===== config.mk =====
export PLATFORM = sky130hd
export DESIGN_NAME = dhfk_cordic
export DESIGN_NICKNAME = d
export VERILOG_FILES = /design/src/rtl/dhfk_pkg.sv /design/src/rtl/dhfk_cordic.sv
export SDC_FILE = /design/constraint.sdc
export NUM_CORES = 2
export LEC_CHECK = 0
export BUFFER_PORTS_ARGS = -buffer_cell sky130_fd_sc_hd__clkbuf_2
export CAP_MARGIN = 20
export CORE_MARGIN = 10
export CORE_UTILIZATION = 65
export DETAILED_ROUTE_END_ITERATION = 10
export GPL_TIMING_DRIVEN = 0
export PLACE_DENSITY = 0.82
export SYNTH_ARGS = -nofsm -noshare
export SYNTH_HDL_FRONTEND = slang
export SYNTH_SLANG_ARGS = --single-unit

===== constraint.sdc =====
create_clock -name clk_i -period 16.15 [get_ports clk_i]
set_input_delay 1.615 -clock clk_i [delete_from_list [all_inputs] [get_ports clk_i]]
set_output_delay 1.615 -clock clk_i [all_outputs]
set_load 0.005 [all_outputs]

===== src/rtl/dhfk_pkg.sv =====
// Shared types, constants and arithmetic helpers of the forward kinematics block.
// No dependencies.
`default_nettype none
package dhfk_pkg;

  localparam int AngW = 34;    // angle in units of 2^-28 rad, reduced range
  localparam int TrigW = 32;   // Q.28 sine and cosine, with headroom
  localparam int AccW = 48;    // position and rotation accumulators
  localparam int AtanEntries = 24;
  localparam int OutW = 18;

  localparam logic signed [AngW-1:0] HalfPiQ28 = 34'sd421657428;
  localparam logic signed [AngW-1:0] PiQ28 = 34'sd843314857;
  localparam logic signed [AngW-1:0] TwoPiQ28 = 34'sd1686629713;
  localparam logic signed [TrigW-1:0] CordicGain = 32'sd163008219;
  localparam logic signed [AccW-1:0] OneQ28 = 48'sd268435456;

  localparam logic [2:0] RegBaseHeight = 3'd0;
  localparam logic [2:0] RegShoulder = 3'd1;
  localparam logic [2:0] RegElbow = 3'd2;
  localparam logic [2:0] RegWrist = 3'd3;
  localparam logic [2:0] RegUpperArm = 3'd4;
  localparam logic [2:0] RegForearm = 3'd5;
  localparam logic [2:0] RegTool = 3'd6;
  localparam logic [2:0] RegInvert = 3'd7;

  typedef struct packed {
    logic signed [TrigW-1:0] c;
    logic signed [TrigW-1:0] s;
  } sincos_t;

  typedef struct packed {
    logic signed [15:0] base_height;
    logic signed [15:0] shoulder_offset;
    logic signed [15:0] elbow_offset;
    logic signed [15:0] wrist_offset;
    logic signed [15:0] upper_arm_length;
    logic signed [15:0] forearm_length;
    logic signed [15:0] tool_length;
  } geom_t;

  function automatic logic signed [AngW-1:0] atan_q28(input logic [4:0] i);
    logic signed [AngW-1:0] r;
    case (i)
      5'd0: r = 34'sd210828714;
      5'd1: r = 34'sd124459457;
      5'd2: r = 34'sd65760959;
      5'd3: r = 34'sd33381290;
      5'd4: r = 34'sd16755422;
      5'd5: r = 34'sd8385879;
      5'd6: r = 34'sd4193963;
      5'd7: r = 34'sd2097109;
      5'd8: r = 34'sd1048571;
      5'd9: r = 34'sd524287;
      default: r = (i < 5'd24) ? (34'sd1 <<< (5'd28 - i)) : 34'sd0;
    endcase
    return r;
  endfunction

  // Product of two signed values rounded to Q.28: (a*b + 2^27) >>> 28.
  // The first operand is always a rotation entry or a scaled length, both of which
  // fit in TrigW bits, so the multiplier is TrigW by TrigW.
  function automatic logic signed [AccW-1:0] mulq(input logic signed [AccW-1:0] a,
                                                  input logic signed [TrigW-1:0] b);
    logic signed [2*TrigW-1:0] p;
    p = TrigW'(a) * b + (64'sd1 <<< 27);
    return AccW'(p >>> 28);
  endfunction

endpackage
`default_nettype wire


===== src/rtl/dhfk_cordic.sv =====
// One lane: range reduction and pipelined CORDIC giving sine and cosine of an angle.
// Depends on dhfk_pkg.
`default_nettype none
module dhfk_cordic
  import dhfk_pkg::*;
#(
  parameter int Steps = 16
) (
  input  wire logic                    clk_i,
  input  wire logic                    en_i,
  input  wire logic signed [AngW-1:0]  angle_i,
  output sincos_t                      res_o
);

  logic signed [AngW-1:0] red;
  logic                   flip_in;

  // Input magnitude is at most 8 rad plus pi/2, so two wraps suffice.
  always_comb begin
    red = angle_i;
    if (red > PiQ28) red = red - TwoPiQ28;
    if (red > PiQ28) red = red - TwoPiQ28;
    if (red < -PiQ28) red = red + TwoPiQ28;
    if (red < -PiQ28) red = red + TwoPiQ28;
    flip_in = 1'b0;
    if (red > HalfPiQ28) begin
      red = red - PiQ28;
      flip_in = 1'b1;
    end else if (red < -HalfPiQ28) begin
      red = red + PiQ28;
      flip_in = 1'b1;
    end
  end

  logic signed [TrigW-1:0] x_q [Steps+1];
  logic signed [TrigW-1:0] y_q [Steps+1];
  logic signed [AngW-1:0]  z_q [Steps+1];
  logic                    f_q [Steps+1];

  always_ff @(posedge clk_i) begin
    if (en_i) begin
      x_q[0] <= CordicGain;
      y_q[0] <= '0;
      z_q[0] <= red;
      f_q[0] <= flip_in;
    end
  end

  for (genvar i = 0; i < Steps; i++) begin : g_step
    always_ff @(posedge clk_i) begin
      if (en_i) begin
        if (z_q[i] >= 0) begin
          x_q[i+1] <= x_q[i] - (y_q[i] >>> i);
          y_q[i+1] <= y_q[i] + (x_q[i] >>> i);
          z_q[i+1] <= z_q[i] - atan_q28(5'(i));
        end else begin
          x_q[i+1] <= x_q[i] + (y_q[i] >>> i);
          y_q[i+1] <= y_q[i] - (x_q[i] >>> i);
          z_q[i+1] <= z_q[i] + atan_q28(5'(i));
        end
        f_q[i+1] <= f_q[i];
      end
    end
  end

  assign res_o.c = f_q[Steps] ? -x_q[Steps] : x_q[Steps];
  assign res_o.s = f_q[Steps] ? -y_q[Steps] : y_q[Steps];

endmodule
`default_nettype wire


# After elaboration in Yosys (flattened, before gate mapping)
# Memory sizes are Yosys's and may differ from the RTL's.
# Cells that the tools add are included.
[totals]
regBits = 0
latch_bits = 0
ram_bits = 1683
rom_bits = 0
inputBits = 36
out_inout_bits = 64
elab_cells = 333
memories = 4
[classes]
n_addsub = 103
n_mul = 0
div_mod_pow = 0
n_lt_le_gt_ge = 22
eq_ne = 0
shift = 0
mux = 156
bitwise = 48
reduce_logical = 0
[memory_table]
columns = ["memory", "words", "width", "rd", "rd_ports_with_merged_regs", "wr", "line_no", "rtl"]
rows = [
  ["z_q", 17, 34, 16, 0, 17, "dhfk_cordic.sv:37", "logic signed [AngW-1:0] z_q [Steps+1];"],
  ["x_q", 17, 32, 17, 0, 17, "dhfk_cordic.sv:35", "logic signed [TrigW-1:0] x_q [Steps+1];"],
  ["y_q", 17, 32, 17, 0, 17, "dhfk_cordic.sv:36", "logic signed [TrigW-1:0] y_q [Steps+1];"],
  ["f_q", 17, 1, 17, 0, 17, "dhfk_cordic.sv:38", "logic f_q [Steps+1];"],
]
[ops]
columns = ["op", "n"]
rows = [
  ["32-bit 2-to-1 mux", 34],
  ["34-bit 2-to-1 mux", 22],
  ["34-bit by 1-bit greater-or-equal comparator with 1-bit output (second input constant)", 16],
  ["1-bit 2-to-1 mux", 100],
  ["34-bit by 20-bit adder with 34-bit output (second input constant)", 2],
  ["34-bit by 32-bit adder with 34-bit output (second input constant)", 2],
  ["34-bit by 31-bit > comparator with 1-bit output (second input constant)", 2],
  ["34-bit by 31-bit less-than comparator with 1-bit output (second input constant)", 2],
  ["34-bit by 20-bit subtractor with 34-bit output (second input constant)", 2],
  ["34-bit by 32-bit subtractor with 34-bit output (second input constant)", 2],
  ["32-bit by 17-bit adder with 32-bit output", 2],
  ["32-bit by 18-bit adder with 32-bit output", 2],
  ["32-bit by 19-bit adder with 32-bit output", 2],
  ["32-bit by 20-bit adder with 32-bit output", 2],
  ["32-bit by 21-bit adder with 32-bit output", 2],
  ["32-bit by 22-bit adder with 32-bit output", 2],
  ["32-bit by 23-bit adder with 32-bit output", 2],
  ["32-bit by 24-bit adder with 32-bit output", 2],
  ["32-bit by 25-bit adder with 32-bit output", 2],
  ["32-bit by 26-bit adder with 32-bit output", 2],
  ["32-bit by 27-bit adder with 32-bit output", 2],
  ["32-bit by 28-bit adder with 32-bit output", 2],
  ["32-bit by 29-bit adder with 32-bit output", 2],
  ["32-bit by 30-bit adder with 32-bit output", 2],
  ["52 further kinds", 117],
]

# Longest topological paths before layout
[depth]
depth_word = 11
ltp_mapped = 66
ltp_nobuf = 49

# Least setup slack after synthesis
# OpenSTA, ideal clock, no wires.
[synth_timing]
kind = "input to register"
startpoint = "input angle_i[1]"
endpoint = "memory z_q[0][30] (data pin)"
setup_ns = 0.272
t_arrival_ns = 12.733
required_ns = 15.878
slack_ns = 3.145
cell_stages = 65
path_buffers = 17
cell_sequence = "clkbuf_1 -> inv_1 -> ha_1 -> clkbuf_1 -> nand2b_1 -> a21oi_1 -> o221ai_1 -> a21o_1 -> buf_4 -> nand2_4 -> buf_6 -> clkbuf_1 -> clkbuf_1 -> a21oi_1 -> ha_1 -> clkbuf_1 -> inv_1 -> a41oi_1 -> [29 not listed] -> or2_2 -> a21oi_2 -> buf_6 -> buf_2 -> xnor2_1 -> ha_1 -> inv_1 -> a311oi_1 -> a221oi_1 -> nor4_1 -> o41ai_1 -> nand2_1 -> a21oi_1 -> o31ai_1 -> nand2b_1 -> and3_1 -> a2111oi_0 -> a31oi_1"
[synth_lines]
columns = ["element", "line_no", "rtl"]
rows = [
  ["start: declaration", "dhfk_cordic.sv:11", "input wire logic signed [AngW-1:0] angle_i,"],
  ["end: declaration", "dhfk_cordic.sv:37", ""],
]

==> results.md <==
- I/O pin total: 100
- Commonest non-fill, non-tap cells in the layout: edfxtp_1, xnor2_1, ha_1
- Multiplexer share of the synthesized area: 1.11%
- Crit. End Element: flip-flop
- Via density: 6.16
- RePlAce Congestion: 1.04
- Vias post-DR: 92300
- Worst slew pin tran: 1.16 ns
- Startpoint types: input port
- Top-area cell type share of the netlist area: 36.3%
- N_diodes: 0
- Core area: 179000 sq um
- Worst skew pair latency: 0.85 ns
- First-pass GRT wire length: 488 mm
- Share of cells above drive strength 1: 4.71%
- Routed len/inst: 20.8 microns
- TritonCTS clock tree: yes
- # DRC: 0
- Endpoints failing setup: 0
- FILL cells: 12800
- Dominant synthesized flop cell: edfxtp_1
- DR iter-0 viols: 6096
- Critical path's most frequent cell: buf_2
- # H-tree levels: 4
- Final worst path period need: 15.31 ns
- Syn_area_per_cell: 9.54 sq um
- FF/Latch Area: 42400 sq um
- F_max: 65.3 MHz
- Gate Count Post-Synth: 12200
- Leading cell type in the layout, fill and taps excluded: edfxtp_1
- CTS Buf Count: 155
- Effective utilization at floorplan: 65.4%
- Total Wirelength: 312 mm
- Number of synthesized flops with an enable pin: 1412
- RSZ-0062 raised after global routing: no
- Ys async rst share: 0%
- Compound-Gate Fraction of Synth Area: 17.9%
- CP max FO: 19
- Vias in the first global route: 94200
- WHS: 0.418 ns
- Synth cell types: 121
- Post-DP HPWL: 250 mm
- Setup Fix Bufs, Post-CTS: 0
- GRT Overall Usage: 30.6%
- Row Count: 155
- # nets final: 13900
- Top area cells in the synthesized netlist: edfxtp_1, ha_1, xnor2_1
- Detail Route Antenna Nets: 0
- Yosys warning total: 0
- Synth Cell Area: 117000 sq um
- Die area: 197000 sq um
- Adder-Cell Fraction of Synth Area: 14.8%
- Area growth from synthesis to layout: 7.81%
- Area occupied by multi-input gates: 69500 sq um
- Synth Area in XOR/XNOR: 14.0%
- 1st-pass router iterations: 6
- WP data required: 16.68 ns
- Max-cap viol count: 0
- CTS Hold Bufs: 0
- Final Max Tran Viols: 0
- CTS sink cnt: 1412
- Placed Cells: 14700
- Post-synthesis simple-gate area fraction: 11.6%
- # port buffers: 85
- Fin cells: 15000
- Grt ovf: 0
- Final hold viol count: 0
- Max transition margin: 22.3%
- Slowest CP cell: o41ai_2
- Clock root cell: clkbuf_16
- Tcrit/Tclk final: 94.8%
- Die height: 444 microns
- Die W: 444 microns
- Clk buf depth: 3
- Register area share after synthesis: 36.3%
- Worst Hold Class: flip-flop to flip-flop
- Pin count of the biggest net entering global routing: 66
- CP Class: input port to flip-flop
- Outcome: complete, no violations
- Post-synth top area cell: edfxtp_1
- Max incr delay on CP: 0.59 ns
- WP data arrival: 15.83 ns
- Main combinational cell family by area after synthesis: compound AO/OA/AOI/OAI gates
- Seq cells post-synth: 1412
- Post-layout util: 70.5%
- Initial antenna violation count: 4
- Clk slew on worst S/H paths: 0.06 ns
- Worst Skew: 0.0694 ns
==> per-stage QoR <==
stage / area [sq um] / setup slack [ns] / setup TNS [ns]
6_report: 126000 / 0.842 / 0
3_3_place_gp: 120000 / -1.94 / -43.41
5_1_grt: 126000 / 0.0551 / 0
3_5_place_dp: 121000 / -1.91 / -42.28
4_1_cts: 126000 / 0.109 / 0
2_1_floorplan: 117000 / 3.14 / 0
==> layout make-up <==
type / instances / share of cell area (%)
buffer: 249 / 0.931
clock inverter: 98 / 0.875
tap: 2355 / 2.34
clock buffer: 187 / 3.17
multi-input combinational: 9543 / 55.2
inverter: 1042 / 3.10
sequential: 1412 / 33.7
timing repair buffer: 107 / 0.736
==> metal layers <==
metal	up-vias	share of wire (%)	GRT usage, %	wire length (microns)
met3	1247	5.0	4.69	15600
met1	43500	36	30.8	111000
li1	44500	-	-	-
met4	6	8.2	22.4	25600
met5	-	0.013	0	41
met2	3024	51	57.0	160000
==> worst paths after layout <==
| path | startpoint | to | slack, ns | depth (start not counted) |
|---|---|---|---|---|
| worst max-delay path | angle_i[0] | z_q[0][32]$_DFFE_PP_ | 0.84 | 64 |
| worst min register to register | f_q[0][11]$_DFFE_PP_ | f_q[0][12]$_DFFE_PP_ | 0.42 | 0 |
| worst min-delay path | f_q[0][11]$_DFFE_PP_ | f_q[0][12]$_DFFE_PP_ | 0.42 | 0 |
| worst max register to register | z_q[11][33]$_DFFE_PP_ | y_q[12][31]$_DFFE_PP_ | 5.75 | 36 |
==> critical path, delay by kind of cell <==
family | cells | cell delay, ns
compound gates | 22 | 4.74
simple gates | 14 | 2.82
buf+inv | 19 | 4.44
xor+xnor | 3 | 0.51
mux | 1 | 0.42
fa+ha+maj | 5 | 1.27
==> registers in the layout, indices dropped and copies added, names as in the netlist <==
name / cells
z_q: 441
x_q: 473
y_q: 481
f_q: 17
==> synth_stat cells, types with 80 or more instances <==
master       n
nor2_1    1036
o21bai_1   458
o21a_1     177
ha_1      1313
o31ai_1    121
nor2b_1    135
inv_1     1034
nor3_1     334
nand2_1    615
a21boi_0   194
nand2b_1   132
o21ai_0    675
or3_1       82
nand3_1     80
a21o_1     142
a21oi_1   1155
clkbuf_1   175
nor4_1     111
xor2_1     444
xnor2_1   1402
edfxtp_1  1412
==> kinds of logic (layout without fill, tap and decap cells) <==
kind of cell | after synthesis | after routing
compound gates | 3347 | 3347
xor+xnor | 1854 | 1854
fa+ha+maj | 1358 | 1358
buf+inv | 1293 | 1683
flops | 1412 | 1412
mux | 123 | 123
other cells | 2 | 7
simple gates | 2854 | 2854
==> repair_timing <==
item / CTS / global route
pin swaps: 0 / 0
endpoints found under the setup margin: 35 / 35
gates resized for setup: 6 / 13
Power is left out: the tool's default activity adds up to more than one toggle a clock period on the data nets, which glitch-free logic cannot reach.
